$ cat config.mk
export PLATFORM = sky130hd
export DESIGN_NAME = packet_dedup_repeater_unit
export DESIGN_NICKNAME = d
export VERILOG_FILES = /design/src/hw/rtl/pdr_pkg.sv /design/src/hw/rtl/packet_dedup_repeater_unit.sv /design/src/hw/rtl/pdr_ctrl.sv /design/src/hw/rtl/pdr_dp.sv
export SDC_FILE = /design/constraint.sdc
export NUM_CORES = 2
export LEC_CHECK = 0
export BUFFER_PORTS_ARGS = -buffer_cell sky130_fd_sc_hd__buf_2
export CORE_MARGIN = 1
export CORE_UTILIZATION = 55
export DETAILED_ROUTE_END_ITERATION = 10
export HOLD_SLACK_MARGIN = 0.1
export PLACE_DENSITY = 0.72
export SLEW_MARGIN = 25
export SYNTH_ARGS = -nofsm -noshare
export SYNTH_HDL_FRONTEND = slang
export SYNTH_SLANG_ARGS = --single-unit
$ cat constraint.sdc
create_clock -name clk -period 17.7 [get_ports clk]
set_input_delay 1.77 -clock clk [delete_from_list [all_inputs] [get_ports clk]]
set_output_delay 1.77 -clock clk [all_outputs]
set_load 0.01 [all_outputs]
$ cat src/hw/rtl/pdr_pkg.sv
// Package for the packet dedup repeater: field widths, command and verdict codes,
// configuration register indexes, payload structs and controller/datapath links.
// No dependencies.
package pdr_pkg;

  localparam int ADDR_W  = 48;
  localparam int SEQ_W   = 16;
  localparam int LEN_W   = 8;
  localparam int TIME_W  = 32;
  localparam int CNT_W   = 32;
  localparam int SEL_W   = 4;
  localparam int KNOWN_W = 5;
  localparam int TTL_W   = 16;
  localparam int CFG_IDX_W  = 2;
  localparam int CFG_DATA_W = 48;

  localparam logic [1:0] FUNC_PKT  = 2'd0;
  localparam logic [1:0] FUNC_CLR  = 2'd1;
  localparam logic [1:0] FUNC_READ = 2'd2;
  localparam logic [1:0] FUNC_NONE = 2'd3;

  localparam logic [1:0] VERD_FWD      = 2'd0;
  localparam logic [1:0] VERD_DISABLED = 2'd1;
  localparam logic [1:0] VERD_SHORT    = 2'd2;
  localparam logic [1:0] VERD_DUP      = 2'd3;

  localparam logic [CFG_IDX_W-1:0] CFG_ENABLE  = 2'd0;
  localparam logic [CFG_IDX_W-1:0] CFG_GATEWAY = 2'd1;
  localparam logic [CFG_IDX_W-1:0] CFG_TTL     = 2'd2;

  localparam logic [TTL_W-1:0] TTL_RESET = 16'd5000;
  localparam logic [LEN_W-1:0] MIN_LEN   = 8'd4;

  typedef struct packed {
    logic [1:0]        func;
    logic [ADDR_W-1:0] src_addr;
    logic [SEQ_W-1:0]  seq;
    logic [LEN_W-1:0]  length;
    logic [TIME_W-1:0] now_ms;
    logic [SEL_W-1:0]  client_sel;
  } in_item_t;

  typedef struct packed {
    logic               forward;
    logic [1:0]         verdict;
    logic [CNT_W-1:0]   forwarded_total;
    logic [KNOWN_W-1:0] clients_known;
    logic [ADDR_W-1:0]  client_addr;
    logic [CNT_W-1:0]   client_packets;
  } out_item_t;

  // controller -> datapath
  typedef struct packed {
    logic       load;
    logic       idx_clr;
    logic       scan_go;
    logic       commit;
    logic       cl_go;
    logic       cl_add;
    logic       clr_go;
    logic       stat_clr;
    logic       rd_issue;
    logic       rd_take;
    logic       set_res;
    logic [1:0] verdict;
  } dp_cmd_t;

  // datapath -> controller
  typedef struct packed {
    logic [1:0] func;
    logic       disabled;
    logic       too_short;
    logic       is_gateway;
    logic       fill_zero;
    logic       scan_hit;
    logic       scan_end;
    logic       cl_hit;
    logic       cl_end;
    logic       clr_last;
  } dp_sts_t;

endpackage

$ cat src/hw/rtl/packet_dedup_repeater_unit.sv
// Top level of the packet dedup repeater: controller plus datapath.
// Depends on pdr_pkg, pdr_ctrl and pdr_dp.
//
// Usage: present a command on in_item and raise start while busy is low; the
// transaction is taken at that edge and busy rises. Function 0 judges a received
// packet (enable, length, dedup cache lookup), function 1 clears the statistics,
// function 2 reads one client table entry, function 3 does nothing.
// The single result appears on out_item for one cycle with out_valid high; the
// receiver cannot stall, and busy drops in the cycle after the strobe.
// Rejected packets, a clear with an empty table and function 3 end without a walk;
// a read passes an issue and a take state; a duplicate ends the cache walk at its
// hit; a forwarded packet walks the whole cache and then, unless it comes from the
// gateway or the table is empty, the client table; a statistics clear walks the
// known clients. Each walk goes one entry per cycle through the registered read
// ports of the cache and client table. Configuration (cfg_we, cfg_idx, cfg_wdata)
// is to be written by the user only while busy is low; the block does not enforce it.
// Reset clears the cache valid bits, ring pointer, counters and client count and
// loads enable 0, gateway 0 and a 5000 ms lifetime.
module packet_dedup_repeater_unit #(
  parameter int CACHE_DEPTH  = 10,
  parameter int CLIENT_DEPTH = 16
) (
  input  logic                           clk,
  input  logic                           rst_n,
  input  logic                           start,
  output logic                           busy,
  input  pdr_pkg::in_item_t              in_item,
  output logic                           out_valid,
  output pdr_pkg::out_item_t             out_item,
  input  logic                           cfg_we,
  input  logic [pdr_pkg::CFG_IDX_W-1:0]  cfg_idx,
  input  logic [pdr_pkg::CFG_DATA_W-1:0] cfg_wdata
);
  import pdr_pkg::*;

  dp_cmd_t cmd;
  dp_sts_t sts;

  pdr_ctrl u_ctrl (
    .clk       (clk),
    .rst_n     (rst_n),
    .start     (start),
    .busy      (busy),
    .out_valid (out_valid),
    .cmd       (cmd),
    .sts       (sts)
  );

  pdr_dp #(
    .CACHE_DEPTH  (CACHE_DEPTH),
    .CLIENT_DEPTH (CLIENT_DEPTH)
  ) u_dp (
    .clk       (clk),
    .rst_n     (rst_n),
    .in_item   (in_item),
    .out_item  (out_item),
    .cfg_we    (cfg_we),
    .cfg_idx   (cfg_idx),
    .cfg_wdata (cfg_wdata),
    .cmd       (cmd),
    .sts       (sts)
  );

`ifndef SYNTH
  a_out_while_busy: assert property (@(posedge clk) disable iff (!rst_n)
    out_valid |-> busy)
    else $error("result strobe outside a transaction");

  a_idle_after_out: assert property (@(posedge clk) disable iff (!rst_n)
    out_valid |=> !busy && !out_valid)
    else $error("block did not return to idle after its result");

  a_start_busy: assert property (@(posedge clk) disable iff (!rst_n)
    start && !busy |=> busy && !out_valid)
    else $error("accepted transaction did not raise busy");

  a_fwd_verdict: assert property (@(posedge clk) disable iff (!rst_n)
    out_valid && out_item.forward |-> out_item.verdict == VERD_FWD)
    else $error("forward flag disagrees with verdict");
`endif

endmodule

$ cat src/hw/rtl/pdr_ctrl.sv
// Controller state machine of the packet dedup repeater.
// Depends on pdr_pkg for the command/status structs and the function/verdict codes.
module pdr_ctrl (
  input  logic              clk,
  input  logic              rst_n,
  input  logic              start,
  output logic              busy,
  output logic              out_valid,
  output pdr_pkg::dp_cmd_t  cmd,
  input  pdr_pkg::dp_sts_t  sts
);
  import pdr_pkg::*;

  localparam logic [3:0] S_IDLE     = 4'd0;
  localparam logic [3:0] S_DISPATCH = 4'd1;
  localparam logic [3:0] S_SCAN     = 4'd2;
  localparam logic [3:0] S_COMMIT   = 4'd3;
  localparam logic [3:0] S_CLIENT   = 4'd4;
  localparam logic [3:0] S_CL_ADD   = 4'd5;
  localparam logic [3:0] S_CLR      = 4'd6;
  localparam logic [3:0] S_RD_ISSUE = 4'd7;
  localparam logic [3:0] S_RD_TAKE  = 4'd8;
  localparam logic [3:0] S_DONE     = 4'd9;

  logic [3:0] state_r;
  logic [3:0] state_nxt;

  always_ff @(posedge clk) begin
    if (!rst_n) begin
      state_r <= S_IDLE;
    end else begin
      state_r <= state_nxt;
    end
  end

  always_comb begin
    state_nxt = state_r;
    cmd       = '0;
    unique case (state_r)
      S_IDLE: begin
        if (start) begin
          cmd.load  = 1'b1;
          state_nxt = S_DISPATCH;
        end
      end
      S_DISPATCH: begin
        cmd.idx_clr = 1'b1;
        case (sts.func)
          FUNC_PKT: begin
            if (sts.disabled) begin
              cmd.set_res = 1'b1;
              cmd.verdict = VERD_DISABLED;
              state_nxt   = S_DONE;
            end else if (sts.too_short) begin
              cmd.set_res = 1'b1;
              cmd.verdict = VERD_SHORT;
              state_nxt   = S_DONE;
            end else begin
              state_nxt = S_SCAN;
            end
          end
          FUNC_CLR: begin
            cmd.stat_clr = 1'b1;
            state_nxt    = sts.fill_zero ? S_DONE : S_CLR;
          end
          FUNC_READ: state_nxt = S_RD_ISSUE;
          default:   state_nxt = S_DONE;
        endcase
      end
      S_SCAN: begin
        cmd.scan_go = 1'b1;
        if (sts.scan_hit) begin
          cmd.set_res = 1'b1;
          cmd.verdict = VERD_DUP;
          state_nxt   = S_DONE;
        end else if (sts.scan_end) begin
          state_nxt = S_COMMIT;
        end
      end
      S_COMMIT: begin
        cmd.commit  = 1'b1;
        cmd.idx_clr = 1'b1;
        cmd.set_res = 1'b1;
        cmd.verdict = VERD_FWD;
        if (sts.is_gateway) begin
          state_nxt = S_DONE;
        end else if (sts.fill_zero) begin
          state_nxt = S_CL_ADD;
        end else begin
          state_nxt = S_CLIENT;
        end
      end
      S_CLIENT: begin
        cmd.cl_go = 1'b1;
        if (sts.cl_hit) begin
          state_nxt = S_DONE;
        end else if (sts.cl_end) begin
          state_nxt = S_CL_ADD;
        end
      end
      S_CL_ADD: begin
        cmd.cl_add = 1'b1;
        state_nxt  = S_DONE;
      end
      S_CLR: begin
        cmd.clr_go = 1'b1;
        if (sts.clr_last) begin
          state_nxt = S_DONE;
        end
      end
      S_RD_ISSUE: begin
        cmd.rd_issue = 1'b1;
        state_nxt    = S_RD_TAKE;
      end
      S_RD_TAKE: begin
        cmd.rd_take = 1'b1;
        state_nxt   = S_DONE;
      end
      S_DONE: state_nxt = S_IDLE;
      default: state_nxt = S_IDLE;
    endcase
  end

  assign busy      = (state_r != S_IDLE);
  assign out_valid = (state_r == S_DONE);

endmodule

$ cat src/hw/rtl/pdr_dp.sv
// Datapath of the packet dedup repeater: configuration registers, dedup cache,
// client table, counters and result registers. Depends on pdr_pkg.
module pdr_dp #(
  parameter int CACHE_DEPTH  = 10,
  parameter int CLIENT_DEPTH = 16
) (
  input  logic                                clk,
  input  logic                                rst_n,
  input  pdr_pkg::in_item_t                   in_item,
  output pdr_pkg::out_item_t                  out_item,
  input  logic                                cfg_we,
  input  logic [pdr_pkg::CFG_IDX_W-1:0]       cfg_idx,
  input  logic [pdr_pkg::CFG_DATA_W-1:0]      cfg_wdata,
  input  pdr_pkg::dp_cmd_t                    cmd,
  output pdr_pkg::dp_sts_t                    sts
);
  import pdr_pkg::*;

  localparam int CA_W   = (CACHE_DEPTH > 1) ? $clog2(CACHE_DEPTH) : 1;
  localparam int CI_W   = (CLIENT_DEPTH > 1) ? $clog2(CLIENT_DEPTH) : 1;
  localparam int FILL_W = $clog2(CLIENT_DEPTH + 1);
  localparam int CMP_W  = 8;
  localparam logic [CA_W-1:0]   CA_LAST  = CA_W'(CACHE_DEPTH - 1);
  localparam logic [CI_W-1:0]   CI_LAST  = CI_W'(CLIENT_DEPTH - 1);
  localparam logic [FILL_W-1:0] FILL_MAX = FILL_W'(CLIENT_DEPTH);

  // configuration
  logic              enable_r;
  logic [ADDR_W-1:0] gw_addr_r;
  logic [TTL_W-1:0]  ttl_r;

  always_ff @(posedge clk) begin
    if (!rst_n) begin
      enable_r  <= 1'b0;
      gw_addr_r <= '0;
      ttl_r     <= TTL_RESET;
    end else if (cfg_we) begin
      unique case (cfg_idx)
        CFG_ENABLE:  enable_r  <= cfg_wdata[0];
        CFG_GATEWAY: gw_addr_r <= cfg_wdata[ADDR_W-1:0];
        CFG_TTL:     ttl_r     <= cfg_wdata[TTL_W-1:0];
        default: ;
      endcase
    end
  end

  // latched transaction and result fields
  in_item_t          in_r;
  logic              fwd_r;
  logic [1:0]        verdict_r;
  logic [ADDR_W-1:0] caddr_r;
  logic [CNT_W-1:0]  cpk_r;
  logic [CNT_W-1:0]  fwd_cnt_r;
  logic [FILL_W-1:0] fill_r;
  logic [CA_W-1:0]   ptr_r;

  // cache storage and scan pipeline
  logic [ADDR_W-1:0]      ca_addr_mem [CACHE_DEPTH];
  logic [SEQ_W-1:0]       ca_seq_mem  [CACHE_DEPTH];
  logic [TIME_W-1:0]      ca_time_mem [CACHE_DEPTH];
  logic [CACHE_DEPTH-1:0] ca_valid_r;
  logic [ADDR_W-1:0]      ca_rd_addr_r;
  logic [SEQ_W-1:0]       ca_rd_seq_r;
  logic [TIME_W-1:0]      ca_rd_time_r;
  logic [CA_W-1:0]        ca_idx_r;
  logic [CA_W-1:0]        ca_ridx_r;
  logic                   ca_rv_r;

  // client table and scan pipeline
  logic [ADDR_W-1:0] cl_mac_mem [CLIENT_DEPTH];
  logic [CNT_W-1:0]  cl_cnt_mem [CLIENT_DEPTH];
  logic [ADDR_W-1:0] cl_rd_mac_r;
  logic [CNT_W-1:0]  cl_rd_cnt_r;
  logic [CI_W-1:0]   cl_idx_r;
  logic [CI_W-1:0]   cl_ridx_r;
  logic              cl_rv_r;

  logic              ca_eval, ca_live, ca_expired, ca_match, ca_hit, ca_drop;
  logic [TIME_W-1:0] ca_age;
  logic              cl_eval, cl_in, cl_hit, cl_full, sel_ok;
  logic [CI_W-1:0]   cl_raddr;
  logic              cl_we, cl_mac_we;
  logic [CI_W-1:0]   cl_waddr;
  logic [CNT_W-1:0]  cl_wcnt;

  // cache entry compare: age in modulo-2^32 time, equal age still alive
  assign ca_eval    = cmd.scan_go && ca_rv_r;
  assign ca_live    = ca_valid_r[ca_ridx_r];
  assign ca_age     = in_r.now_ms - ca_rd_time_r;
  assign ca_expired = ca_age > TIME_W'(ttl_r);
  assign ca_match   = (ca_rd_addr_r == in_r.src_addr) && (ca_rd_seq_r == in_r.seq);
  assign ca_hit     = ca_eval && ca_live && !ca_expired && ca_match;
  assign ca_drop    = ca_eval && ca_live && ca_expired;

  assign cl_eval  = cmd.cl_go && cl_rv_r;
  assign cl_in    = FILL_W'(cl_ridx_r) < fill_r;
  assign cl_hit   = cl_eval && cl_in && (cl_rd_mac_r == in_r.src_addr);
  assign cl_full  = (fill_r == FILL_MAX);
  assign sel_ok   = CMP_W'(in_r.client_sel) < CMP_W'(fill_r);
  assign cl_raddr = cmd.rd_issue ? CI_W'(in_r.client_sel) : cl_idx_r;

  // single write port of the client table
  always_comb begin
    cl_we     = 1'b0;
    cl_mac_we = 1'b0;
    cl_waddr  = cl_idx_r;
    cl_wcnt   = '0;
    if (cl_hit) begin
      cl_we    = 1'b1;
      cl_waddr = cl_ridx_r;
      cl_wcnt  = cl_rd_cnt_r + 1'b1;
    end else if (cmd.cl_add && !cl_full) begin
      cl_we     = 1'b1;
      cl_mac_we = 1'b1;
      cl_waddr  = fill_r[CI_W-1:0];
      cl_wcnt   = CNT_W'(1);
    end else if (cmd.clr_go) begin
      cl_we    = 1'b1;
      cl_waddr = cl_idx_r;
    end
  end

  always_ff @(posedge clk) begin
    if (cmd.commit) begin
      ca_addr_mem[ptr_r] <= in_r.src_addr;
      ca_seq_mem[ptr_r]  <= in_r.seq;
      ca_time_mem[ptr_r] <= in_r.now_ms;
    end
    ca_rd_addr_r <= ca_addr_mem[ca_idx_r];
    ca_rd_seq_r  <= ca_seq_mem[ca_idx_r];
    ca_rd_time_r <= ca_time_mem[ca_idx_r];
  end

  always_ff @(posedge clk) begin
    if (cl_we) begin
      cl_cnt_mem[cl_waddr] <= cl_wcnt;
    end
    if (cl_mac_we) begin
      cl_mac_mem[cl_waddr] <= in_r.src_addr;
    end
    cl_rd_mac_r <= cl_mac_mem[cl_raddr];
    cl_rd_cnt_r <= cl_cnt_mem[cl_raddr];
  end

  // scan index counters and read-valid pipe
  always_ff @(posedge clk) begin
    if (!rst_n) begin
      ca_idx_r  <= '0;
      ca_ridx_r <= '0;
      ca_rv_r   <= 1'b0;
      cl_idx_r  <= '0;
      cl_ridx_r <= '0;
      cl_rv_r   <= 1'b0;
    end else if (cmd.idx_clr) begin
      ca_idx_r <= '0;
      ca_rv_r  <= 1'b0;
      cl_idx_r <= '0;
      cl_rv_r  <= 1'b0;
    end else begin
      ca_rv_r   <= cmd.scan_go;
      ca_ridx_r <= ca_idx_r;
      if (cmd.scan_go && (ca_idx_r != CA_LAST)) begin
        ca_idx_r <= ca_idx_r + 1'b1;
      end
      cl_rv_r   <= cmd.cl_go;
      cl_ridx_r <= cl_idx_r;
      if ((cmd.cl_go || cmd.clr_go) && (cl_idx_r != CI_LAST)) begin
        cl_idx_r <= cl_idx_r + 1'b1;
      end
    end
  end

  // control state: valid bits, ring pointer, counters
  always_ff @(posedge clk) begin
    if (!rst_n) begin
      ca_valid_r <= '0;
      ptr_r      <= '0;
      fwd_cnt_r  <= '0;
      fill_r     <= '0;
    end else begin
      if (ca_drop) begin
        ca_valid_r[ca_ridx_r] <= 1'b0;
      end
      if (cmd.commit) begin
        ca_valid_r[ptr_r] <= 1'b1;
        ptr_r             <= (ptr_r == CA_LAST) ? '0 : ptr_r + 1'b1;
        fwd_cnt_r         <= fwd_cnt_r + 1'b1;
      end else if (cmd.stat_clr) begin
        fwd_cnt_r <= '0;
      end
      if (cmd.cl_add && !cl_full) begin
        fill_r <= fill_r + 1'b1;
      end
    end
  end

  // transaction and result registers
  always_ff @(posedge clk) begin
    if (cmd.load) begin
      in_r      <= in_item;
      fwd_r     <= 1'b0;
      verdict_r <= '0;
      caddr_r   <= '0;
      cpk_r     <= '0;
    end else begin
      if (cmd.set_res) begin
        fwd_r     <= (cmd.verdict == VERD_FWD);
        verdict_r <= cmd.verdict;
      end
      if (cmd.rd_take && sel_ok) begin
        caddr_r <= cl_rd_mac_r;
        cpk_r   <= cl_rd_cnt_r;
      end
    end
  end

  always_comb begin
    sts            = '0;
    sts.func       = in_r.func;
    sts.disabled   = !enable_r;
    sts.too_short  = in_r.length < MIN_LEN;
    sts.is_gateway = (in_r.src_addr == gw_addr_r);
    sts.fill_zero  = (fill_r == '0);
    sts.scan_hit   = ca_hit;
    sts.scan_end   = ca_eval && (ca_ridx_r == CA_LAST) && !ca_hit;
    sts.cl_hit     = cl_hit;
    sts.cl_end     = cl_eval && (FILL_W'(cl_ridx_r) == fill_r - 1'b1) && !cl_hit;
    sts.clr_last   = (FILL_W'(cl_idx_r) == fill_r - 1'b1);
  end

  always_comb begin
    out_item                 = '0;
    out_item.forward         = fwd_r;
    out_item.verdict         = verdict_r;
    out_item.forwarded_total = fwd_cnt_r;
    out_item.clients_known   = KNOWN_W'(fill_r);
    out_item.client_addr     = caddr_r;
    out_item.client_packets  = cpk_r;
  end

endmodule

==> key figures <==
Logic synthesis
  • Flops & latches, synth: 2,745
  • Synth top area share: 0.6649
  • Async set-or-reset flop fraction in the synthesized netlist: 0
  • Synth Flop Type: edfxtp_1
  • Main combinational cell family by area after synthesis: multiplexers
  • Yosys warning total: 0
  • Post-Syn Nets: 6,275
  • Sequential area share after synthesis: 0.7398
  • Largest area contributor in the netlist: edfxtp_1
  • Synth Instances: 6,049
  • Synth Area in Simple Gates: 0.05314
  • Top cells by area, synth: edfxtp_1 (66%), mux4_2 (11%), dfxtp_1 (7.5%), nand2_1 (2.0%), a21oi_1 (1.6%)
  • Synth top cells by count: edfxtp_1 (2,348), nand2_1 (561), mux4_2 (514), dfxtp_1 (397), a21oi_1 (333)
  • Top-count cell post-synth: edfxtp_1
  • Compound-cell area share of the yosys netlist: 0.04710
  • Mapped cell area: 0.1060 mm²
  • Synthesized area per cell: 17.53 µm²
  • Xor/xnor cell area share of the yosys netlist: 0.01817
  • Number of flops mapped to enable cells by yosys: 2,348
  • Multiplexer share of the synthesized area: 0.1196
  • Post-synthesis adder-cell area fraction: 0.007386
  • Cell variety after synth: 80

Timing
  • Setup_tns: 0 ps
  • Crit share post-route: 0.3376
  • Hold Fails Final Rpt: 0
  • Clk_skew: 69.31 ps
  • Max-slew headroom: 0.2582
  • Final Slew Violations: 0
  • Slew at the pin closest to its max-slew limit: 1113 ps
  • Setup violations, final: 0
  • Min Clock Period, post-route: 5976 ps
  • Worst Setup Slack, final: 11,720 ps
  • Highest Clock Rate: 0.1673 GHz
  • RSZ-0062 raised after global routing: false
  • WHS: 452.2 ps

Final layout
  • Share of layout cells above drive strength 1: 0.2140
  • Nets@finish: 6,663
  • Design Area, Final: 0.1199 mm²
  • Area Growth Syn to Fin: 13.04%
  • Multi-input gate area: 0.02645 mm²
  • Reg area: 0.07847 mm²
  • FILL cells: 13,100

Floorplan
  • Die height: 441.1 µm
  • Die span in x: 441.1 µm
  • Num ports: 286
  • Initial Util: 0.5558
  • Row cnt: 160
  • Die ar.: 0.1946 mm²
  • Core ar.: 0.1908 mm²

Global route
  • Largest net degree at the start of global routing: 161
  • Overflow left after global routing: 0
  • First-pass GRT wire length: 370,600 µm
  • Initial antenna violation count: 13
  • Number of global-route vias before repair: 57,200
  • All-layer global routing usage: 0.2609

Setup path
  • Critical path endpoint category: flip-flop
  • Required @ worst endpoint: 18,440 ps
  • WP data arrival: 6720 ps
  • Worst setup SP type: flip-flop
  • WP buf/inv: 4
  • Worst path top cell family by delay: buffers and inverters
  • CP cell instances: nand3_1 > mux2i_4 > buf_4 > buf_4 > buf_4 > buf_12 > mux4_2 > and2_1 > a211oi_1 > a31oi_1
  • Critical path type: flip-flop to flip-flop
  • Critical-path top delay cell: dfxtp_1
  • Crit path top cell by count: buf_4
  • CP Max Fanout: 105
  • CP peak stage delay: 790 ps

Status
  • Status: finished, final reports clean

Placement
  • HPWL after detailed placement: 137,100 µm
  • GP Congestion: 0.8653
  • Placed cell areas: 0.1109 mm²
  • Worst slack, placed: 11,550 ps
  • Port bufs: 283

Route
  • Drt total wl: 253,200 µm
  • Detail Route Antenna Nets: 0
  • Drt via density: 6.214
  • Routed WL per cell: 27.62 µm
  • DRC: 0
  • DR vias: 56,980
  • DR iter-0 viols: 5,564
  • First-pass DRT Iterations: 6

Power
  • Sequential share of power: 0.484
  • Pleak: 39.03 nW
  • Peak supply drop: 0.1147 mV
  • Psw: 4.341 mW
  • Internal power: 12.08 mW
  • Combinational Power Share: 0.167
  • Switch share: 0.2644
  • Clock power share: 0.349
  • Tot Pwr: 16.42 mW
  • Power density over the cells: 137.0 mW/mm²

CTS
  • Worst-path clk slew: 60 ps
  • Postcts setup bufs: 0
  • Max Root-Sink Buffers: 4
  • TritonCTS buffer count: 288
  • CTS root buf: clkbuf_16
  • H-Tree Depth: 5
  • Clock Sinks: 2,745
  • CTS-repair resized insts: 0
  • Clk Latency, worst-skew pair: 930 ps
  • Hold Buf Count CTS: 0
  • TritonCTS clock tree: yes

Hold path
  • Hold WC Path Type: flip-flop to flip-flop

Flow run
  • # Max-Cap Violations: 0
-- area by class of cell --
cell class | instances | area share
clock inverter | 91 | 0.006086
timing repair buffer | 424 | 0.02158
antenna | 9 | 0.0001879
clock buffer | 411 | 0.06834
tap | 2511 | 0.02621
sequential | 2745 | 0.6547
inverter | 69 | 0.002255
multi-input combinational | 2909 | 0.2207
-- cell usage in the layout (no fill, tap or decap), types with 12 or more instances in the layout --
cell type	instances
edfxtp_1	2348
nand2_1	561
mux4_2	514
dfxtp_1	393
a21oi_1	328
clkbuf_16	295
buf_2	283
a211oi_1	193
and2_1	189
buf_4	132
xnor2_1	126
nor2_1	125
mux2i_1	104
a31oi_1	96
xor2_1	94
o21ai_0	83
clkbuf_1	78
inv_1	66
ha_1	61
nand4_1	52
nand3_1	49
clkinv_2	37
clkbuf_8	37
nor3_1	36
nor2_4	36
nor4_1	31
clkinv_1	27
and3_1	20
nand2b_1	18
o211ai_1	14
nor2b_1	14
a21o_1	12
-- worst register-to-register path, delay by kind of cell, from the launching register on --
kind            cells  cell delay, ps
compound gates      2             370
simple gates        2             790
mux                 2            1020
flops               1             790
buf+inv             4            2850
-- through the flow --
| stage | instances | utilization |
|---|---|---|
| 2_1_floorplan | 6049 | - |
| 3_3_place_gp | 8657 | 0.5811 |
| 3_5_place_dp | 8657 | 0.5811 |
| 4_1_cts | 9159 | 0.6279 |
| 5_1_grt | 9165 | 0.6282 |
| 6_report | 9169 | 0.6283 |
-- path summary, 6_finish.rpt --
path / slack, ps / cells past startpoint / to / start
max: 11720 / 10 / u_dp.cl_rd_cnt_r[26] / u_ctrl.state_r[2]
min: 450 / 2 / u_dp.caddr_r[37] / u_dp.caddr_r[37]
max reg2reg: 11720 / 10 / u_dp.cl_rd_cnt_r[26] / u_ctrl.state_r[2]
min reg2reg: 450 / 2 / u_dp.caddr_r[37] / u_dp.caddr_r[37]
-- registers in the layout, summed over array words and instances (netlist names), 48 cells and up --
register           count
u_dp.ca_addr_mem     480
u_dp.ca_seq_mem      160
u_dp.cl_cnt_mem      512
u_dp.ca_rd_addr_r     48
u_dp.in_r            106
u_dp.gw_addr_r        48
u_dp.caddr_r          48
u_dp.cl_rd_mac_r      48
u_dp.ca_time_mem     320
u_dp.cl_mac_mem      768
-- power by group through the flow --
stage	logic [mW]	clock network (mW)	registers, mW
floorplan	1.74	0	8.13
global placement	2.70	0	8.06
detailed placement	2.74	0	8.08
CTS	2.76	5.81	7.94
global route	2.97	6.05	7.98
finish	2.74	5.74	7.94
-- logic make-up after synthesis --
| group | after synthesis |
|---|---|
| compound gates | 809 |
| fa+ha+maj | 62 |
| buf+inv | 395 |
| mux | 624 |
| flops | 2745 |
| xor+xnor | 220 |
| simple gates | 1194 |
-- routing by layer --
layer	part of all wire	global-route usage	vias up	wire, µm
li1	-	-	24560	-
met1	0.39	0.3421	29530	98110
met2	0.50	0.4397	2396	127200
met3	0.069	0.03752	487	17440
met4	0.041	0.1074	2	10490
met5	0.000067	0	-	17
No activity file was read; power rests on OpenSTA's default activity.
